`src/design/acl_pkg.sv`:
```
// ----------------------------------------------------------------------------
// acl_pkg: shared types and constants for the IPv4 prefix ACL
// Request codes, status codes, rule/token/result records and the prefix mask.
// ----------------------------------------------------------------------------
`default_nettype none

package acl_pkg;

    localparam int MAX_RULES_DEF = 16;
    localparam int ADDR_W        = 32;
    localparam int PLEN_W        = 6;
    localparam int IDX_W         = 4;
    localparam int STATUS_W      = 2;

    localparam logic [PLEN_W-1:0] PLEN_MAX = PLEN_W'(ADDR_W);

    typedef enum logic [1:0] {
        KIND_APPEND = 2'd0,
        KIND_CHECK  = 2'd1,
        KIND_CLEAR  = 2'd2
    } kind_t;

    typedef enum logic [STATUS_W-1:0] {
        STAT_OK         = 2'd0,
        STAT_BAD_PREFIX = 2'd1,
        STAT_FULL       = 2'd2
    } status_t;

    typedef struct packed {
        logic [ADDR_W-1:0] net;
        logic [PLEN_W-1:0] plen;
        logic              deny;
    } rule_t;

    // lookup request travelling down the cell chain
    typedef struct packed {
        logic              active;
        logic [ADDR_W-1:0] addr;
        logic              hit;
        logic              deny;
        logic [IDX_W-1:0]  idx;
    } tok_t;

    typedef struct packed {
        status_t          status;
        logic             verdict;
        logic             matched;
        logic [IDX_W-1:0] idx;
        logic             host;
    } res_t;

    // top plen bits set; plen is at most ADDR_W where it matters
    function automatic logic [ADDR_W-1:0] prefix_mask(input logic [PLEN_W-1:0] plen);
        prefix_mask = ~({ADDR_W{1'b1}} >> plen);
    endfunction

endpackage

`default_nettype wire

```
`src/design/ipv4_prefix_acl_first_match.sv`:
```
// ----------------------------------------------------------------------------
// ipv4_prefix_acl_first_match: ordered IPv4 prefix ACL, first-match lookup
// Append, check and clear requests against a table of MAX_RULES rules kept
// in a chain of rule cells.
// ----------------------------------------------------------------------------
//  channel | dir | handshake          | payload
//  s_      | in  | s_valid / s_ready  | kind, address, prefix_len, action
//  m_      | out | m_valid / m_ready  | status, verdict, matched, match_index,
//          |     |                    | host_bits_set
//
// Append, clear and unused kinds, and a check on an empty table, answer at
// once through the output register; a check with a non-empty table walks the
// whole cell chain, and the next request is taken once its result is out.
// One request is in flight at a time; s_ready drops while a check walks the
// chain or a finished result waits behind a full output register.
// Synchronous active-low reset empties the table; no clearing pass.
// ----------------------------------------------------------------------------
`default_nettype none

module ipv4_prefix_acl_first_match #(
    parameter int MAX_RULES = acl_pkg::MAX_RULES_DEF
) (
    input  wire                          aclk,
    input  wire                          aresetn,
    input  wire                          s_valid,
    output logic                         s_ready,
    input  wire [1:0]                    s_kind,
    input  wire [acl_pkg::ADDR_W-1:0]    s_address,
    input  wire [acl_pkg::PLEN_W-1:0]    s_prefix_len,
    input  wire                          s_action,
    output logic                         m_valid,
    input  wire                          m_ready,
    output logic [acl_pkg::STATUS_W-1:0] m_status,
    output logic                         m_verdict,
    output logic                         m_matched,
    output logic [acl_pkg::IDX_W-1:0]    m_match_index,
    output logic                         m_host_bits_set
);

    localparam int CNT_W = $clog2(MAX_RULES + 1);
    localparam int SEL_W = (MAX_RULES > 1) ? $clog2(MAX_RULES) : 1;

    typedef enum logic [2:0] {
        S_IDLE = 3'b001,
        S_SCAN = 3'b010,
        S_WAIT = 3'b100
    } state_t;

    state_t          state_reg, state_next;
    logic [CNT_W-1:0] cnt_reg, cnt_next;
    logic            m_valid_reg, m_valid_next;
    acl_pkg::res_t   out_reg, out_next;
    acl_pkg::res_t   hold_reg, hold_next;

    acl_pkg::tok_t   chain [MAX_RULES+1];
    acl_pkg::tok_t   tok_head;
    acl_pkg::tok_t   tok_last;
    acl_pkg::rule_t  wr_rule;
    acl_pkg::res_t   res_imm;
    acl_pkg::res_t   res_scan;
    logic [acl_pkg::ADDR_W-1:0] mask_in;

    logic accept;
    logic out_free;
    logic is_check;
    logic wr_en;
    logic plen_ok;
    logic not_full;

    assign s_ready  = (state_reg == S_IDLE);
    assign accept   = s_valid && s_ready;
    assign out_free = !m_valid_reg || m_ready;
    assign plen_ok  = s_prefix_len <= acl_pkg::PLEN_MAX;
    assign not_full = cnt_reg < CNT_W'(MAX_RULES);
    assign mask_in  = acl_pkg::prefix_mask(s_prefix_len);

    assign wr_rule.net  = s_address;
    assign wr_rule.plen = s_prefix_len;
    assign wr_rule.deny = s_action;

    // immediate answer and table update for everything but a chain walk
    always_comb begin
        res_imm  = '0;
        res_imm.status = acl_pkg::STAT_OK;
        is_check = 1'b0;
        wr_en    = 1'b0;
        cnt_next = cnt_reg;
        unique case (acl_pkg::kind_t'(s_kind))
            acl_pkg::KIND_APPEND: begin
                if (!plen_ok) begin
                    res_imm.status = acl_pkg::STAT_BAD_PREFIX;
                end else if (!not_full) begin
                    res_imm.status = acl_pkg::STAT_FULL;
                end else begin
                    res_imm.host = (s_address & mask_in) != s_address;
                    wr_en        = accept;
                    if (accept) begin
                        cnt_next = cnt_reg + CNT_W'(1);
                    end
                end
            end
            acl_pkg::KIND_CHECK: begin
                is_check = cnt_reg != '0;
            end
            acl_pkg::KIND_CLEAR: begin
                if (accept) begin
                    cnt_next = '0;
                end
            end
            default: begin
            end
        endcase
    end

    always_comb begin
        tok_head        = '0;
        tok_head.active = accept && is_check;
        tok_head.addr   = s_address;
    end

    assign chain[0] = tok_head;

    for (genvar i = 0; i < MAX_RULES; i++) begin : g_cell
        acl_cell #(
            .IDX   (i),
            .CNT_W (CNT_W),
            .SEL_W (SEL_W)
        ) u_cell (
            .aclk     (aclk),
            .aresetn  (aresetn),
            .rule_cnt (cnt_reg),
            .wr_en    (wr_en),
            .wr_sel   (cnt_reg[SEL_W-1:0]),
            .wr_rule  (wr_rule),
            .tok_in   (chain[i]),
            .tok_out  (chain[i+1])
        );
    end

    assign tok_last = chain[MAX_RULES];

    always_comb begin
        res_scan         = '0;
        res_scan.status  = acl_pkg::STAT_OK;
        res_scan.matched = tok_last.hit;
        res_scan.verdict = tok_last.hit && tok_last.deny;
        res_scan.idx     = tok_last.hit ? tok_last.idx : '0;
    end

    always_comb begin
        state_next   = state_reg;
        out_next     = out_reg;
        hold_next    = hold_reg;
        m_valid_next = m_valid_reg && !m_ready;
        unique case (state_reg)
            S_IDLE: begin
                if (accept) begin
                    if (is_check) begin
                        state_next = S_SCAN;
                    end else if (out_free) begin
                        out_next     = res_imm;
                        m_valid_next = 1'b1;
                    end else begin
                        hold_next  = res_imm;
                        state_next = S_WAIT;
                    end
                end
            end
            S_SCAN: begin
                if (tok_last.active) begin
                    if (out_free) begin
                        out_next     = res_scan;
                        m_valid_next = 1'b1;
                        state_next   = S_IDLE;
                    end else begin
                        hold_next  = res_scan;
                        state_next = S_WAIT;
                    end
                end
            end
            S_WAIT: begin
                if (out_free) begin
                    out_next     = hold_reg;
                    m_valid_next = 1'b1;
                    state_next   = S_IDLE;
                end
            end
            default: begin
                state_next = S_IDLE;
            end
        endcase
    end

    always_ff @(posedge aclk) begin
        if (!aresetn) begin
            state_reg   <= S_IDLE;
            cnt_reg     <= '0;
            m_valid_reg <= 1'b0;
        end else begin
            state_reg   <= state_next;
            cnt_reg     <= cnt_next;
            m_valid_reg <= m_valid_next;
        end
    end

    always_ff @(posedge aclk) begin
        out_reg  <= out_next;
        hold_reg <= hold_next;
    end

    assign m_valid         = m_valid_reg;
    assign m_status        = out_reg.status;
    assign m_verdict       = out_reg.verdict;
    assign m_matched       = out_reg.matched;
    assign m_match_index   = out_reg.idx;
    assign m_host_bits_set = out_reg.host;

endmodule

`default_nettype wire

```
`src/design/acl_cell.sv`:
```
// ----------------------------------------------------------------------------
// acl_cell: one rule slot of the ACL chain
// Holds one rule and compares a passing lookup against it, then forwards the
// lookup to the next slot through its token register.
// ----------------------------------------------------------------------------
`default_nettype none

module acl_cell #(
    parameter int IDX   = 0,
    parameter int CNT_W = 5,
    parameter int SEL_W = 4
) (
    input  wire                 aclk,
    input  wire                 aresetn,
    input  wire [CNT_W-1:0]     rule_cnt,
    input  wire                 wr_en,
    input  wire [SEL_W-1:0]     wr_sel,
    input  acl_pkg::rule_t      wr_rule,
    input  acl_pkg::tok_t       tok_in,
    output acl_pkg::tok_t       tok_out
);

    acl_pkg::rule_t rule_reg;
    acl_pkg::tok_t  tok_reg;
    acl_pkg::tok_t  tok_next;

    logic [acl_pkg::ADDR_W-1:0] mask;
    logic                       in_use;
    logic                       hit_here;

    always_ff @(posedge aclk) begin
        if (wr_en && (wr_sel == SEL_W'(IDX))) begin
            rule_reg <= wr_rule;
        end
    end

    always_comb begin
        mask     = acl_pkg::prefix_mask(rule_reg.plen);
        // slots at or above the fill count hold stale rules
        in_use   = CNT_W'(IDX) < rule_cnt;
        hit_here = tok_in.active && !tok_in.hit && in_use &&
                   ((tok_in.addr & mask) == (rule_reg.net & mask));
        tok_next = tok_in;
        if (hit_here) begin
            tok_next.hit  = 1'b1;
            tok_next.deny = rule_reg.deny;
            tok_next.idx  = acl_pkg::IDX_W'(IDX);
        end
    end

    always_ff @(posedge aclk) begin
        if (!aresetn) begin
            tok_reg.active <= 1'b0;
        end else begin
            tok_reg <= tok_next;
        end
    end

    assign tok_out = tok_reg;

endmodule

`default_nettype wire

```
`config.mk`:
```
export PLATFORM = sky130hd
export DESIGN_NAME = ipv4_prefix_acl_first_match
export DESIGN_NICKNAME = d
export VERILOG_FILES = /design/src/design/acl_pkg.sv /design/src/design/ipv4_prefix_acl_first_match.sv /design/src/design/acl_cell.sv
export SDC_FILE = /design/constraint.sdc
export NUM_CORES = 2
export LEC_CHECK = 0
export ABC_AREA = 1
export BUFFER_PORTS_ARGS = -buffer_cell sky130_fd_sc_hd__buf_2
export CORE_UTILIZATION = 55
export DETAILED_ROUTE_END_ITERATION = 16
export GPL_ROUTABILITY_DRIVEN = 0
export PLACE_DENSITY_LB_ADDON = 0.2
export SYNTH_ARGS = -nofsm -noshare
export SYNTH_HDL_FRONTEND = slang
export SYNTH_SLANG_ARGS = --single-unit
```
`constraint.sdc`:
```
create_clock -name aclk -period 4.45 [get_ports aclk]
set_input_delay 0.89 -clock aclk [delete_from_list [all_inputs] [get_ports aclk]]
set_output_delay 0.89 -clock aclk [all_outputs]
set_load 0.005 [all_outputs]
```
==> out/results.tsv <==
metric	value	unit
Starting DRT DRC Count	4572	
Clock Sink Count	1228	
Initial Utilization	55.8	%
Max-Cap Viols	0	
cell row count	110	
first-pass GRT wire length	196	mm
Fin Setup TNS	0	ps
Clock Skew	20.5	ps
largest net degree at the start of global routing	93	
worst slew pin tran	946	ps
Avg Inst Size Synth	12.6	um2
ys async rst share	0	%
sequential-to-total area share from yosys stat	72.6	%
Synth top area share	71.6	%
CTS resizes	0	
vias in the first global route	29100	
Final Slew Violations	0	
minimum clock period	3110	ps
full die area	92900	um2
htree depth	3	
CTS tree	done	
Avg WL per Cell	24.8	um
WHS Path Cells	2	
initial antenna violation count	16	
Post-CTS Setup Bufs	0	
startpoint types	input pin	
fmax	322	MHz
post-synth cell types	39	
CTS buffer count	118	
WP data required	4780	ps
PD cells	436	nW/um2
core footprint	90400	um2
WS Path Type	in2reg	
hold buffers post-CTS	0	
warnings from Yosys	0	
count leader, synth	edfxtp_1	
gr usage total	29.5	%
post-synthesis cell count	4007	
final std cells w/o fill	5504	
Die Ht	305	um
CTS Root Cell	clkbuf_16	
Final Hold Vio Count	0	
Post-synth EDFFs	1203	
top fanout value on the critical path	39	
Clk pin slew, worst setup/hold paths	60	ps
leakage	21.6	nW
Area Overhead vs Synth	12.4	%
WP data arrival	3440	ps
unrepaired setup endpoints after global routing	false	
CP Launch Point	s_prefix_len[0]	
hold path start	g_cell[8].u_cell.tok_out[38]$_SDFF_PN0_	
Max IR drop VDD	0.308	mV
max FFs per register	624	
Worst-Skew Late Latency	710	ps
total wire length	136	mm
placed cell count	5286	
fill cell count	6649	
Placement Cell Area	52800	um2
Max Root-Sink Buffers	3	
drc violations	0	
worst r2r src	cnt_reg[2]$_SDFFE_PN0P_	
R2R depth	11	
port buffer count	55	
Mapped Area	50400	um2
I/O pin count	56	
GRT overflow	0	
Final period util	69.8	%
drt pass-1 iters	6	
worst hold slack	430	ps
Detail Route Antenna Nets	0	
die width	305	um
Synth Register Bits	1228	
routed vias	31200	
layout cells sized above 1	9.07	%
final instance area	56700	um2
outcome	finished, final reports clean	
Post-synth top cells	edfxtp_1 (1,203), nand2_1 (1,028), xor2_1 (345)	
hold crit path type	reg2reg	
Synthesized Nets	4056	
# setup viols final	0	
relative max-transition margin	37.0	%
cell taking the most area after synthesis	edfxtp_1	
NumNets Final	4279	
CP endpoint kind	flip-flop	
dpl hpwl	95.2	mm
ys flop type	edfxtp_1	
vias per std cell	5.66	
largest cells by area after synthesis	edfxtp_1 (72%), nand2_1 (7.6%), xor2_1 (6.0%)	
[per-stage QoR]
| stage | total power, mW | util (%) | setup slack [ps] |
|---|---|---|---|
| final | 24.7 | 62.7 | 1340 |
| after global routing | 25.3 | 62.7 | 1280 |
| after detailed placement | 14.7 | 58.3 | 705 |
| after CTS | 24.8 | 62.7 | 1440 |
| after floorplan | 13.9 | - | 669 |
| after global placement | 14.7 | 58.3 | 758 |
[final timing paths]
path	to	slack (ps)
max	g_cell[1].u_cell.rule_reg[25]$_DFFE_PP_	1340
min	g_cell[9].u_cell.tok_out[38]$_SDFF_PN0_	430
max reg2reg	g_cell[12].u_cell.tok_out[0]$_SDFFCE_PP0P_	1840
min reg2reg	g_cell[9].u_cell.tok_out[38]$_SDFF_PN0_	430
[worst max-delay path, cell delays in order]
cell,delay (ps)
buf_2,110
nor2_1,220
nand2_1,130
inv_1,100
nand2_1,220
nand2_1,170
nand3_1,90
nor2_1,280
nand2_1,470
nor2_4,200
buf_4,480
[final cells by class]
type / instances / area [um2] / share of cell area, %
diodes: 6 / 15.0 / 0.0265
clock buffers: 135 / 3020 / 5.32
clock inverters: 77 / 908 / 1.60
inverters: 325 / 1220 / 2.15
multi-input cells: 2437 / 12600 / 22.3
flip-flops and latches: 1228 / 36600 / 64.6
well taps: 1176 / 1470 / 2.60
repair buffers: 120 / 823 / 1.45
[report_power, final]
group / internal [mW] / switching (mW)
clock: 5.90 / 4.31
combinational: 0.302 / 0.758
sequential: 13.1 / 0.301
[layer usage]
metal / wire length (um) / share of wire (%) / track usage, % / vias to the layer above
met2: 63100 / 46 / 46.7 / 1736
met4: 6220 / 4.6 / 12.4 / 2
li1: - / - / - / 14100
met1: 54000 / 40 / 41.0 / 14900
met3: 12900 / 9.4 / 4.63 / 351
met5: 8 / 0.0059 / 0 / -
[placed cells by master (no fill, tap or decap), types with 11 or more instances in the layout]
cell and count:
edfxtp_1 1203, nand2_1 1028, xor2_1 345, nor2_1 325, inv_1 305, o21ai_0 238, nand3_1 150, clkbuf_16 118
xnor2_1 96, a21oi_1 64, buf_4 61, buf_2 54, nor2_4 36, nand4_1 34, clkinv_1 26, dfxtp_1 25
o21ai_1 24, inv_2 19, bufinv_16 18, clkbuf_1 17, nor2_2 16, or2_2 16, clkinv_2 16, nand2_2 12
nor3_1 11
[cells by family after synthesis]
kind of cell	after synthesis	share of synthesized area (%)
compound gates	351	3.61
xor+xnor	441	7.66
fa+ha+maj	4	0.0992
buf+inv	342	2.61
flops	1228	72.6
simple gates	1641	13.4
Note: power is estimated with default switching activity, not from simulation.
